[config.mk]
export PLATFORM = sky130hd
export DESIGN_NAME = tile_broadcast_index_gen_core
export DESIGN_NICKNAME = d
export VERILOG_FILES = /design/src/tbig_pkg.sv /design/src/tbig_cfg_regs.sv /design/src/tbig_divider.sv /design/src/tbig_map.sv /design/src/tile_broadcast_index_gen_core.sv
export SDC_FILE = /design/constraint.sdc
export NUM_CORES = 2
export LEC_CHECK = 0
export ABC_AREA = 1
export BUFFER_PORTS_ARGS = -buffer_cell sky130_fd_sc_hd__buf_2
export CAP_MARGIN = 10
export CELL_PAD_IN_SITES_DETAIL_PLACEMENT = 2
export CELL_PAD_IN_SITES_GLOBAL_PLACEMENT = 2
export CORE_MARGIN = 2
export CORE_UTILIZATION = 50
export CTS_BUF_LIST = sky130_fd_sc_hd__clkbuf_8
export DETAILED_ROUTE_END_ITERATION = 8
export MAX_ROUTING_LAYER = met4
export PLACE_DENSITY_LB_ADDON = 0.2
export SLEW_MARGIN = 30
export SYNTH_ARGS = -nofsm -noshare
export SYNTH_HDL_FRONTEND = slang
export SYNTH_SLANG_ARGS = --single-unit
[constraint.sdc]
create_clock -name clk -period 16.5 [get_ports clk]
set_input_delay 0.825 -clock clk [delete_from_list [all_inputs] [get_ports clk]]
set_output_delay 0.825 -clock clk [all_outputs]
set_load 0.02 [all_outputs]
[src/tbig_pkg.sv]
// Shared types, constants and helper function of the tile broadcast index generator.
package tbig_pkg;

    localparam int TILE_SIDE            = 32;
    localparam int POS_W                = 5;
    localparam int TILE_INDEX_BITS_DEF  = 24;
    localparam int TPR_W                = 12;
    localparam int DIM_W                = 16;
    localparam int ELEM_W               = 10;
    localparam int CFG_IDX_W            = 3;
    localparam int CFG_DATA_W           = 16;

    localparam logic [CFG_IDX_W-1:0] REG_INPUT_RANK           = 3'd0;
    localparam logic [CFG_IDX_W-1:0] REG_COORD_SELECT         = 3'd1;
    localparam logic [CFG_IDX_W-1:0] REG_INPUT_ROWS           = 3'd2;
    localparam logic [CFG_IDX_W-1:0] REG_INPUT_COLS           = 3'd3;
    localparam logic [CFG_IDX_W-1:0] REG_OUTPUT_ROWS          = 3'd4;
    localparam logic [CFG_IDX_W-1:0] REG_OUTPUT_COLS          = 3'd5;
    localparam logic [CFG_IDX_W-1:0] REG_INPUT_TILES_PER_ROW  = 3'd6;
    localparam logic [CFG_IDX_W-1:0] REG_OUTPUT_TILES_PER_ROW = 3'd7;

    localparam logic [1:0] RANK_VECTOR = 2'd1;
    localparam logic [1:0] RANK_MATRIX = 2'd2;

    localparam logic [1:0]       RST_INPUT_RANK   = 2'd2;
    localparam logic [1:0]       RST_COORD_SELECT = 2'd2;
    localparam logic [DIM_W-1:0] RST_INPUT_ROWS   = 16'd1;
    localparam logic [DIM_W-1:0] RST_INPUT_COLS   = 16'd1;
    localparam logic [DIM_W-1:0] RST_OUTPUT_ROWS  = 16'd32;
    localparam logic [DIM_W-1:0] RST_OUTPUT_COLS  = 16'd32;
    localparam logic [TPR_W-1:0] RST_TILES_PER_ROW = 12'd1;

    typedef struct packed {
        logic [1:0]       rank;
        logic [1:0]       coord_select;
        logic [DIM_W-1:0] src_rows;
        logic [DIM_W-1:0] src_cols;
        logic [DIM_W-1:0] dst_rows;
        logic [DIM_W-1:0] dst_cols;
        logic [TPR_W-1:0] src_tpr;
        logic [TPR_W-1:0] out_divisor;
    } cfg_t;

    typedef struct packed {
        logic [POS_W-1:0] row;
        logic [POS_W-1:0] col;
    } pos_t;

    function automatic logic [ELEM_W-1:0] face_offset(input logic [POS_W-1:0] r,
                                                      input logic [POS_W-1:0] c);
        return {r[4], c[4], r[3:0], c[3:0]};
    endfunction

endpackage

[src/tbig_cfg_regs.sv]
// Configuration register file of the tile broadcast index generator.
module tbig_cfg_regs (
    input  logic                             clk,
    input  logic                             rst_n,
    input  logic                             cfg_valid,
    output logic                             cfg_ready,
    input  logic [tbig_pkg::CFG_IDX_W-1:0]   cfg_index,
    input  logic [tbig_pkg::CFG_DATA_W-1:0]  cfg_data,
    output tbig_pkg::cfg_t                   cfg
);
    import tbig_pkg::*;

    logic [1:0]       rank_reg;
    logic [1:0]       sel_reg;
    logic [DIM_W-1:0] in_rows_reg;
    logic [DIM_W-1:0] in_cols_reg;
    logic [DIM_W-1:0] out_rows_reg;
    logic [DIM_W-1:0] out_cols_reg;
    logic [TPR_W-1:0] in_tpr_reg;
    logic [TPR_W-1:0] out_tpr_reg;

    assign cfg_ready = 1'b1;

    always_ff @(posedge clk or negedge rst_n)
    begin
        if (!rst_n)
        begin
            rank_reg     <= RST_INPUT_RANK;
            sel_reg      <= RST_COORD_SELECT;
            in_rows_reg  <= RST_INPUT_ROWS;
            in_cols_reg  <= RST_INPUT_COLS;
            out_rows_reg <= RST_OUTPUT_ROWS;
            out_cols_reg <= RST_OUTPUT_COLS;
            in_tpr_reg   <= RST_TILES_PER_ROW;
            out_tpr_reg  <= RST_TILES_PER_ROW;
        end
        else if (cfg_valid && cfg_ready)
        begin
            case (cfg_index)
                REG_INPUT_RANK:           rank_reg     <= cfg_data[1:0];
                REG_COORD_SELECT:         sel_reg      <= cfg_data[1:0];
                REG_INPUT_ROWS:           in_rows_reg  <= cfg_data[DIM_W-1:0];
                REG_INPUT_COLS:           in_cols_reg  <= cfg_data[DIM_W-1:0];
                REG_OUTPUT_ROWS:          out_rows_reg <= cfg_data[DIM_W-1:0];
                REG_OUTPUT_COLS:          out_cols_reg <= cfg_data[DIM_W-1:0];
                REG_INPUT_TILES_PER_ROW:  in_tpr_reg   <= cfg_data[TPR_W-1:0];
                REG_OUTPUT_TILES_PER_ROW: out_tpr_reg  <= cfg_data[TPR_W-1:0];
                default:                  ;
            endcase
        end
    end

    // An output tiles-per-row value of zero divides as one.
    always_comb
    begin
        cfg.rank         = rank_reg;
        cfg.coord_select = sel_reg;
        cfg.src_rows     = in_rows_reg;
        cfg.src_cols     = in_cols_reg;
        cfg.dst_rows     = out_rows_reg;
        cfg.dst_cols     = out_cols_reg;
        cfg.src_tpr      = in_tpr_reg;
        cfg.out_divisor  = (out_tpr_reg == '0) ? RST_TILES_PER_ROW : out_tpr_reg;
    end

endmodule

[src/tbig_divider.sv]
// Pipelined restoring divider that splits the tile index into tile row and tile column.
module tbig_divider #(
    parameter int IDX_W = tbig_pkg::TILE_INDEX_BITS_DEF
) (
    input  logic                         clk,
    input  logic                         rst_n,
    input  logic                         in_valid,
    output logic                         in_ready,
    input  logic [IDX_W-1:0]             dividend,
    input  tbig_pkg::pos_t               in_pos,
    input  logic [tbig_pkg::TPR_W-1:0]   divisor,
    output logic                         out_valid,
    input  logic                         out_ready,
    output logic [IDX_W-1:0]             quotient,
    output logic [tbig_pkg::TPR_W-1:0]   remainder,
    output tbig_pkg::pos_t               out_pos
);
    import tbig_pkg::*;

    logic [IDX_W:0]   rdy;
    logic             vld_reg [IDX_W];
    logic [TPR_W-1:0] rem_reg [IDX_W];
    logic [IDX_W-1:0] num_reg [IDX_W];
    pos_t             pos_reg [IDX_W];

    assign rdy[IDX_W] = out_ready;

    for (genvar s = 0; s < IDX_W; s++)
    begin : g_stage
        logic             vld_in;
        logic [TPR_W-1:0] rem_in;
        logic [IDX_W-1:0] num_in;
        pos_t             pos_in;
        logic [TPR_W:0]   trial;
        logic [TPR_W:0]   diff;
        logic             ge;
        logic [TPR_W-1:0] rem_next;
        logic [IDX_W-1:0] num_next;

        if (s == 0)
        begin : g_first
            assign vld_in = in_valid;
            assign rem_in = '0;
            assign num_in = dividend;
            assign pos_in = in_pos;
        end
        else
        begin : g_rest
            assign vld_in = vld_reg[s-1];
            assign rem_in = rem_reg[s-1];
            assign num_in = num_reg[s-1];
            assign pos_in = pos_reg[s-1];
        end

        assign rdy[s]   = !vld_reg[s] || rdy[s+1];
        assign trial    = {rem_in, num_in[IDX_W-1]};
        assign diff     = trial - {1'b0, divisor};
        assign ge       = (trial >= {1'b0, divisor});
        assign rem_next = ge ? diff[TPR_W-1:0] : trial[TPR_W-1:0];
        assign num_next = {num_in[IDX_W-2:0], ge};

        always_ff @(posedge clk or negedge rst_n)
        begin
            if (!rst_n)
            begin
                vld_reg[s] <= 1'b0;
            end
            else if (rdy[s])
            begin
                vld_reg[s] <= vld_in;
            end
        end

        always_ff @(posedge clk)
        begin
            if (rdy[s])
            begin
                rem_reg[s] <= rem_next;
                num_reg[s] <= num_next;
                pos_reg[s] <= pos_in;
            end
        end
    end

    assign in_ready  = rdy[0];
    assign out_valid = vld_reg[IDX_W-1];
    assign quotient  = num_reg[IDX_W-1];
    assign remainder = rem_reg[IDX_W-1];
    assign out_pos   = pos_reg[IDX_W-1];

endmodule

[src/tbig_map.sv]
// Coordinate mapping, bounds check and source tile index stages.
module tbig_map #(
    parameter int IDX_W = tbig_pkg::TILE_INDEX_BITS_DEF
) (
    input  logic                          clk,
    input  logic                          rst_n,
    input  tbig_pkg::cfg_t                cfg,
    input  logic                          in_valid,
    output logic                          in_ready,
    input  logic [IDX_W-1:0]              quotient,
    input  logic [tbig_pkg::TPR_W-1:0]    remainder,
    input  tbig_pkg::pos_t                in_pos,
    output logic                          out_valid,
    input  logic                          out_ready,
    output logic [IDX_W-1:0]              src_tile_index,
    output logic [tbig_pkg::ELEM_W-1:0]   src_offset,
    output logic [tbig_pkg::ELEM_W-1:0]   dst_offset,
    output logic                          in_bounds
);
    import tbig_pkg::*;

    localparam int HI_W   = (IDX_W > TPR_W) ? IDX_W : TPR_W;
    localparam int ROW_W  = IDX_W + POS_W;
    localparam int COL_W  = TPR_W + POS_W;
    localparam int CMP_W  = (ROW_W > DIM_W) ? ROW_W : DIM_W;
    localparam int PROD_W = HI_W + TPR_W;

    logic rdy_a;
    logic rdy_b;
    logic rdy_c;

    logic              a_vld_reg;
    logic [HI_W-1:0]   a_srow_hi_reg;
    logic [HI_W-1:0]   a_scol_hi_reg;
    logic [ELEM_W-1:0] a_src_elem_reg;
    logic [ELEM_W-1:0] a_dst_elem_reg;
    logic              a_inb_reg;

    logic              b_vld_reg;
    logic [IDX_W-1:0]  b_prod_reg;
    logic [IDX_W-1:0]  b_scol_reg;
    logic [ELEM_W-1:0] b_src_elem_reg;
    logic [ELEM_W-1:0] b_dst_elem_reg;
    logic              b_inb_reg;

    logic              c_vld_reg;
    logic [IDX_W-1:0]  c_tile_reg;
    logic [ELEM_W-1:0] c_src_elem_reg;
    logic [ELEM_W-1:0] c_dst_elem_reg;
    logic              c_inb_reg;

    logic [HI_W-1:0]   orow_hi;
    logic [HI_W-1:0]   ocol_hi;
    logic [HI_W-1:0]   d0_hi;
    logic [POS_W-1:0]  d0_lo;
    logic [HI_W-1:0]   d1_hi;
    logic [POS_W-1:0]  d1_lo;
    logic [HI_W-1:0]   a_srow_hi_next;
    logic [HI_W-1:0]   a_scol_hi_next;
    logic [POS_W-1:0]  srow_lo;
    logic [POS_W-1:0]  scol_lo;
    logic [ROW_W-1:0]  orow;
    logic [COL_W-1:0]  ocol;
    logic              a_inb_next;
    logic [ELEM_W-1:0] a_src_elem_next;
    logic [PROD_W-1:0] prod_full;
    logic [IDX_W-1:0]  c_tile_next;

    assign rdy_c    = !c_vld_reg || out_ready;
    assign rdy_b    = !b_vld_reg || rdy_c;
    assign rdy_a    = !a_vld_reg || rdy_b;
    assign in_ready = rdy_a;

    assign orow_hi = HI_W'(quotient);
    assign ocol_hi = HI_W'(remainder);
    assign orow    = {quotient, in_pos.row};
    assign ocol    = {remainder, in_pos.col};

    always_comb
    begin
        d0_hi = cfg.coord_select[0] ? ocol_hi : orow_hi;
        d0_lo = cfg.coord_select[0] ? in_pos.col : in_pos.row;
        d1_hi = cfg.coord_select[1] ? ocol_hi : orow_hi;
        d1_lo = cfg.coord_select[1] ? in_pos.col : in_pos.row;
        a_srow_hi_next = '0;
        srow_lo        = '0;
        a_scol_hi_next = '0;
        scol_lo        = '0;
        case (cfg.rank)
            RANK_VECTOR:
            begin
                if (cfg.src_cols != RST_INPUT_COLS)
                begin
                    a_scol_hi_next = d0_hi;
                    scol_lo        = d0_lo;
                end
            end
            RANK_MATRIX:
            begin
                if (cfg.src_rows != RST_INPUT_ROWS)
                begin
                    a_srow_hi_next = d0_hi;
                    srow_lo        = d0_lo;
                end
                if (cfg.src_cols != RST_INPUT_COLS)
                begin
                    a_scol_hi_next = d1_hi;
                    scol_lo        = d1_lo;
                end
            end
            default:
            begin
                a_srow_hi_next = '0;
                a_scol_hi_next = '0;
            end
        endcase
        a_inb_next = (CMP_W'(orow) < CMP_W'(cfg.dst_rows))
                     && (ocol < COL_W'(cfg.dst_cols));
        a_src_elem_next = a_inb_next ? face_offset(srow_lo, scol_lo) : '0;
    end

    assign prod_full   = PROD_W'(a_srow_hi_reg) * PROD_W'(cfg.src_tpr);
    assign c_tile_next = b_prod_reg + b_scol_reg;

    always_ff @(posedge clk or negedge rst_n)
    begin
        if (!rst_n)
        begin
            a_vld_reg <= 1'b0;
            b_vld_reg <= 1'b0;
            c_vld_reg <= 1'b0;
        end
        else
        begin
            if (rdy_a)
            begin
                a_vld_reg <= in_valid;
            end
            if (rdy_b)
            begin
                b_vld_reg <= a_vld_reg;
            end
            if (rdy_c)
            begin
                c_vld_reg <= b_vld_reg;
            end
        end
    end

    always_ff @(posedge clk)
    begin
        if (rdy_a)
        begin
            a_srow_hi_reg  <= a_srow_hi_next;
            a_scol_hi_reg  <= a_scol_hi_next;
            a_src_elem_reg <= a_src_elem_next;
            a_dst_elem_reg <= face_offset(in_pos.row, in_pos.col);
            a_inb_reg      <= a_inb_next;
        end
        if (rdy_b)
        begin
            b_prod_reg     <= prod_full[IDX_W-1:0];
            b_scol_reg     <= a_scol_hi_reg[IDX_W-1:0];
            b_src_elem_reg <= a_src_elem_reg;
            b_dst_elem_reg <= a_dst_elem_reg;
            b_inb_reg      <= a_inb_reg;
        end
        if (rdy_c)
        begin
            c_tile_reg     <= c_tile_next;
            c_src_elem_reg <= b_src_elem_reg;
            c_dst_elem_reg <= b_dst_elem_reg;
            c_inb_reg      <= b_inb_reg;
        end
    end

    assign out_valid      = c_vld_reg;
    assign src_tile_index = c_tile_reg;
    assign src_offset     = c_src_elem_reg;
    assign dst_offset     = c_dst_elem_reg;
    assign in_bounds      = c_inb_reg;

endmodule

[src/tile_broadcast_index_gen_core.sv]
// Top level of the tile broadcast index generator.
//
//   Channel  Direction  Handshake           Payload
//   in       sink       in_valid/in_stall   out_tile_index, row_in_tile, col_in_tile
//   out      source     out_valid/out_stall src_tile_index, src_offset, dst_offset,
//                                           in_bounds
//   cfg      sink       cfg_valid/cfg_ready cfg_index, cfg_data
//
// One transaction is accepted per cycle while in_stall is low; each passes through the
// divider, which produces one quotient bit per stage, and then the stages of the map.
// The reset is asynchronous and empties the pipeline; the registers return to their
// reset values. Every stage holds its transaction while the next one is full, so a
// stalled output still lets transactions enter until the pipeline is full.
module tile_broadcast_index_gen_core #(
    parameter int TILE_INDEX_BITS = tbig_pkg::TILE_INDEX_BITS_DEF
) (
    input  logic                             clk,
    input  logic                             rst_n,
    input  logic                             in_valid,
    output logic                             in_stall,
    input  logic [TILE_INDEX_BITS-1:0]       out_tile_index,
    input  logic [tbig_pkg::POS_W-1:0]       row_in_tile,
    input  logic [tbig_pkg::POS_W-1:0]       col_in_tile,
    output logic                             out_valid,
    input  logic                             out_stall,
    output logic [TILE_INDEX_BITS-1:0]       src_tile_index,
    output logic [tbig_pkg::ELEM_W-1:0]      src_offset,
    output logic [tbig_pkg::ELEM_W-1:0]      dst_offset,
    output logic                             in_bounds,
    input  logic                             cfg_valid,
    output logic                             cfg_ready,
    input  logic [tbig_pkg::CFG_IDX_W-1:0]   cfg_index,
    input  logic [tbig_pkg::CFG_DATA_W-1:0]  cfg_data
);
    import tbig_pkg::*;

    cfg_t                       cfg;
    pos_t                       in_pos;
    pos_t                       div_pos;
    logic                       div_in_ready;
    logic                       div_valid;
    logic                       map_in_ready;
    logic [TILE_INDEX_BITS-1:0] div_quotient;
    logic [TPR_W-1:0]           div_remainder;

    assign in_pos.row = row_in_tile;
    assign in_pos.col = col_in_tile;
    assign in_stall   = !div_in_ready;

    tbig_cfg_regs u_cfg (
        .clk       (clk),
        .rst_n     (rst_n),
        .cfg_valid (cfg_valid),
        .cfg_ready (cfg_ready),
        .cfg_index (cfg_index),
        .cfg_data  (cfg_data),
        .cfg       (cfg)
    );

    tbig_divider #(
        .IDX_W (TILE_INDEX_BITS)
    ) u_div (
        .clk       (clk),
        .rst_n     (rst_n),
        .in_valid  (in_valid),
        .in_ready  (div_in_ready),
        .dividend  (out_tile_index),
        .in_pos    (in_pos),
        .divisor   (cfg.out_divisor),
        .out_valid (div_valid),
        .out_ready (map_in_ready),
        .quotient  (div_quotient),
        .remainder (div_remainder),
        .out_pos   (div_pos)
    );

    tbig_map #(
        .IDX_W (TILE_INDEX_BITS)
    ) u_map (
        .clk            (clk),
        .rst_n          (rst_n),
        .cfg            (cfg),
        .in_valid       (div_valid),
        .in_ready       (map_in_ready),
        .quotient       (div_quotient),
        .remainder      (div_remainder),
        .in_pos         (div_pos),
        .out_valid      (out_valid),
        .out_ready      (!out_stall),
        .src_tile_index (src_tile_index),
        .src_offset     (src_offset),
        .dst_offset     (dst_offset),
        .in_bounds      (in_bounds)
    );

endmodule

==> tab_implementation.tex <==
\begin{tabular}{lr}
\hline
Metric & Value \\
\hline
\multicolumn{2}{l}{\textbf{Run status}} \\
Result of the run & finished with violations \\
Failing checks & max-capacitance violations, max-slew violations \\
\multicolumn{2}{l}{\textbf{Clock tree}} \\
Num Clock Sinks & between 1,000 and 1,500 \\
Max Root-Sink Buffers & 3 \\
CTS tree & done \\
Number of buffers added by the clock tree synthesis step & 232 \\
Count of cells resized by post-cts repair & 0 \\
H-tree level count & 4 \\
CTS Root Cell & sky130\_fd\_sc\_hd\_\_clkbuf\_8 \\
Clock latency at the later pin of the worst-skew pair & roughly 1.1 ns \\
Clock slew at the register clock pins of the worst setup and hold paths & $\sim$0.08 ns \\
\multicolumn{2}{l}{\textbf{Critical path}} \\
Largest driver fanout on the critical path & 29 \\
Sequence of cells on the critical path & inv\_1 -> buf\_4 -> nand4\_1 -> nor2\_1 -> nand2\_1 -> o21ai\_4 -> buf\_4 -> ha\_1 -> nand3b\_1 -> nand2\_1 -> a21oi\_1 -> o21bai\_1 -> nand2\_1 -> nand2\_1 -> a21oi\_1 -> o21ai\_0 -> a21oi\_1 -> o21bai\_1 -> nand2\_1 -> nand3\_2 -> o21ai\_0 \\
Worst Setup Start Kind & flip-flop \\
Critical path required time & $\sim$17 ns \\
Biggest cell delay along the critical path & between 1.5 and 2 ns \\
Critical path class & reg -> reg \\
CP top delay family & compound AO/OA/AOI/OAI gates \\
Reg-to-reg slack, setup & approximately 7.9 ns \\
Crit. End Element & flip-flop \\
Cell depth of the worst flop-to-flop path & 21 \\
Destination of the worst register-to-register timing path & u\_div.rem\_reg[1][69]\$\_DFFE\_PP\_ \\
Bufs and invs on worst path & 3 \\
Cell with the most instances on the worst path & sky130\_fd\_sc\_hd\_\_nand2\_1 \\
Worst R2R Start & u\_cfg.out\_tpr\_reg[7]\$\_DFFE\_PN0P\_ \\
Worst path arrival time & about 9.2 ns \\
Master of the slowest instance on the critical path & sky130\_fd\_sc\_hd\_\_o21ai\_0 \\
\multicolumn{2}{l}{\textbf{Place}} \\
Number of I/O port buffers & 104 \\
Post-detailed-placement half-perimeter wirelength & approximately 170 mm \\
Routability congestion estimate from global placement & $\sim$0.84 \\
\multicolumn{2}{l}{\textbf{Routing}} \\
First-pass detailed-route iteration total & 8 \\
Post-DR wirelength/cell & 42.2 um \\
Count of nets left with antenna violations after detail routing & 0 \\
Met3 wirelength from detailed routing & 28.6 mm \\
Initial drt markers & about 6,200 \\
Post-route DRC violation count & 0 \\
Post-route met1 wirelength & roughly 96 mm \\
Topmost layer with routed signal wires & met4 \\
Detailed-route via count & 49,862 \\
Met2 Routed Length & $\sim$150 mm \\
Avg Vias per Cell & 6.70 \\
Total Routed Length & 314 mm \\
\multicolumn{2}{l}{\textbf{Timing}} \\
Period utilization & 0.524 \\
Final Hold Vio Count & 0 \\
Worst slew pin tran & just under 2 ns \\
Min Clock Period, post-route & about 8.6 ns \\
Unrepaired setup endpoints after global routing & no \\
Relative max-transition margin & -0.320 \\
Count of final max-slew check failures & 3 \\
Summed negative setup slack over all endpoints & 0 ns \\
Peak clock frequency supported by timing & around 120 MHz \\
Worst clock skew on the final layout & approximately 0.17 ns \\
Setup violators final & 0 \\
\multicolumn{2}{l}{\textbf{Power}} \\
Static leakage & 30.2 nW \\
Sum of internal, switching and leakage power & 18.3 mW \\
Max IR drop VDD & 0.000156 V \\
Power Density & about 250 nW/um2 \\
\multicolumn{2}{l}{\textbf{Worst hold path}} \\
Min-Delay Path Class & in -> reg \\
Destination of the worst hold path & u\_div.g\_stage[1].vld\_in\$\_DFFE\_PN0P\_ \\
Startpoint of the lowest-slack hold path & in\_valid \\
Hold Path Depth & 3 \\
\multicolumn{2}{l}{\textbf{Synth}} \\
Number of library cell types mapped by synthesis & 48 \\
Average cell area after synthesis & between 10 and 15 um2 \\
Count of synthesis-stage warnings from yosys & 0 \\
Nets in the synthesized netlist & 5,760 \\
Post-synthesis sequential element count & roughly 1,400 \\
Gate Count Post-Synth & 5,145 \\
Dominant synthesized flop cell & sky130\_fd\_sc\_hd\_\_edfxtp\_1 \\
Sequential area share after synthesis & 0.638 \\
Fraction of registers with async set/reset & 0.0846 \\
EDFF count, synth & 1,287 \\
Synthesized area & approximately 65,000 um2 \\
\multicolumn{2}{l}{\textbf{Cells and area}} \\
Share of final-layout standard cells stronger than drive strength 1 & 0.0941 \\
Max FFs per register & $\sim$580 \\
Most frequent cells in the layout & sky130\_fd\_sc\_hd\_\_edfxtp\_1 (1,287), sky130\_fd\_sc\_hd\_\_nand2\_1 (758), sky130\_fd\_sc\_hd\_\_inv\_1 (617) \\
Layout overhead on the synthesized area & 12.0\% \\
Commonest non-fill, non-tap cell in the layout & sky130\_fd\_sc\_hd\_\_edfxtp\_1 \\
Total number of nets in the final design & roughly 6,000 \\
\multicolumn{2}{l}{\textbf{Floorplan}} \\
Height of the chip & between 300 and 400 um \\
Total I/O pin count & 106 \\
Starting Density & 0.504 \\
Width of the die & around 370 um \\
Row cnt & $\sim$130 \\
Area of the die & 134,000 um2 \\
Area of the core & around 130,000 um2 \\
\multicolumn{2}{l}{\textbf{Global routing}} \\
Via count of the first global-routing pass & 55,521 \\
Wire length of the first global-routing pass & between 400 and 500 mm \\
Global route overflow & 0 \\
Total routing resource utilization after global routing & 0.489 \\
Maximum number of pins on one net before global-route repair & between 70 and 80 \\
Initial antenna violation count & 50 \\
\multicolumn{2}{l}{\textbf{Run}} \\
Total of max-cap violations & 1 \\
\hline
\end{tabular}
==> Yosys cell counts (5+ instances only) <==
library cell	count	area [um2]
sky130_fd_sc_hd__buf_2	39	195
sky130_fd_sc_hd__o22ai_1	17	106
sky130_fd_sc_hd__inv_1	548	2060
sky130_fd_sc_hd__edfxtp_1	1287	38600
sky130_fd_sc_hd__o21bai_1	29	218
sky130_fd_sc_hd__buf_1	5	18.8
sky130_fd_sc_hd__a31oi_1	32	200
sky130_fd_sc_hd__nor2_1	390	1460
sky130_fd_sc_hd__ha_1	374	4680
sky130_fd_sc_hd__nor3_1	28	140
sky130_fd_sc_hd__xnor2_1	172	1510
sky130_fd_sc_hd__o211ai_1	21	158
sky130_fd_sc_hd__o21ai_1	8	40.0
sky130_fd_sc_hd__nor4_1	25	156
sky130_fd_sc_hd__nor2_4	5	56.3
sky130_fd_sc_hd__a21oi_1	500	2500
sky130_fd_sc_hd__dfrtp_1	111	2780
sky130_fd_sc_hd__nand4_1	15	93.8
sky130_fd_sc_hd__xor2_1	117	1020
sky130_fd_sc_hd__fa_1	183	3660
sky130_fd_sc_hd__o21ai_0	240	1200
sky130_fd_sc_hd__a21o_1	19	143
sky130_fd_sc_hd__nand3_1	76	380
sky130_fd_sc_hd__a211oi_1	6	45.0
sky130_fd_sc_hd__nand2_1	769	2890
sky130_fd_sc_hd__dfstp_2	8	210
sky130_fd_sc_hd__or2_2	9	56.3
sky130_fd_sc_hd__nand4_4	7	149
sky130_fd_sc_hd__clkbuf_1	74	278
==> per-layer routing <==
metal	vias to the layer above	GRT usage
met5	-	-
met4	0	0.496
met3	2201	0.153
met2	4169	0.776
met1	24895	0.457
li1	18597	-
==> where the power goes <==
group / total (mW) / switching (mW) / internal (mW)
Combinational: 8.42 / 6.03 / 2.40
Clock: 3.41 / 1.90 / 1.51
Sequential: 6.46 / 1.05 / 5.41
==> cell families after synthesis <==
logic type,share of synthesized area
flops,0.638
simple gates,0.0839
compound gates,0.0723
buf+inv,0.0394
fa+ha+maj,0.128
xor+xnor,0.0388
other cells,0.0000574
mux,0.000172
==> layout make-up <==
type	count	area [um2]
fill	11998	56400
clock inverter	185	1040
sequential	1406	41600
inverter	551	2070
tap	1742	2180
multi-input combinational	3068	21400
timing repair buffer	180	1240
antenna	56	140
clock buffer	252	3470
==> stage by stage <==
stage	instances	setup slack, ns	hold WS [ns]	util	instance area [um2]
global route	7437	8.05	0.0286	0.565	73100
floorplan	5145	8.46	0.400	-	65300
finish	7440	7.85	0.0635	0.565	73100
detailed placement	6909	7.43	0.405	0.524	67900
CTS	7380	6.55	0.0157	0.562	72800
global placement	6909	8.55	0.400	0.524	67900
==> timing repair <==
action | in CTS | in global routing
hold buffers | 34 | 0
hold endpoints to repair | 96 | 0
buffers inserted | 0 | 0
==> tightest hold or removal path: stages <==
cell and delay (ns):
sky130_fd_sc_hd__buf_2 0.08, sky130_fd_sc_hd__inv_1 0.08, sky130_fd_sc_hd__nand2_2 0.08
==> worst max path at each step <==
stage,start,end,cells past startpoint,slack (ns)
finish,u_cfg.out_tpr_reg[7]$_DFFE_PN0P_,u_div.rem_reg[1][69]$_DFFE_PP_,21,7.85
global route,u_cfg.out_tpr_reg[3]$_DFFE_PN0P_,u_div.rem_reg[1][69]$_DFFE_PP_,21,8.05
detailed placement,out_stall,in_stall,19,7.43
global placement,out_stall,in_stall,19,8.55
floorplan,out_stall,in_stall,14,8.46
CTS,u_map.out_valid$_DFFE_PN0P_,in_stall,18,6.55
(Power assumes the default switching activity.)
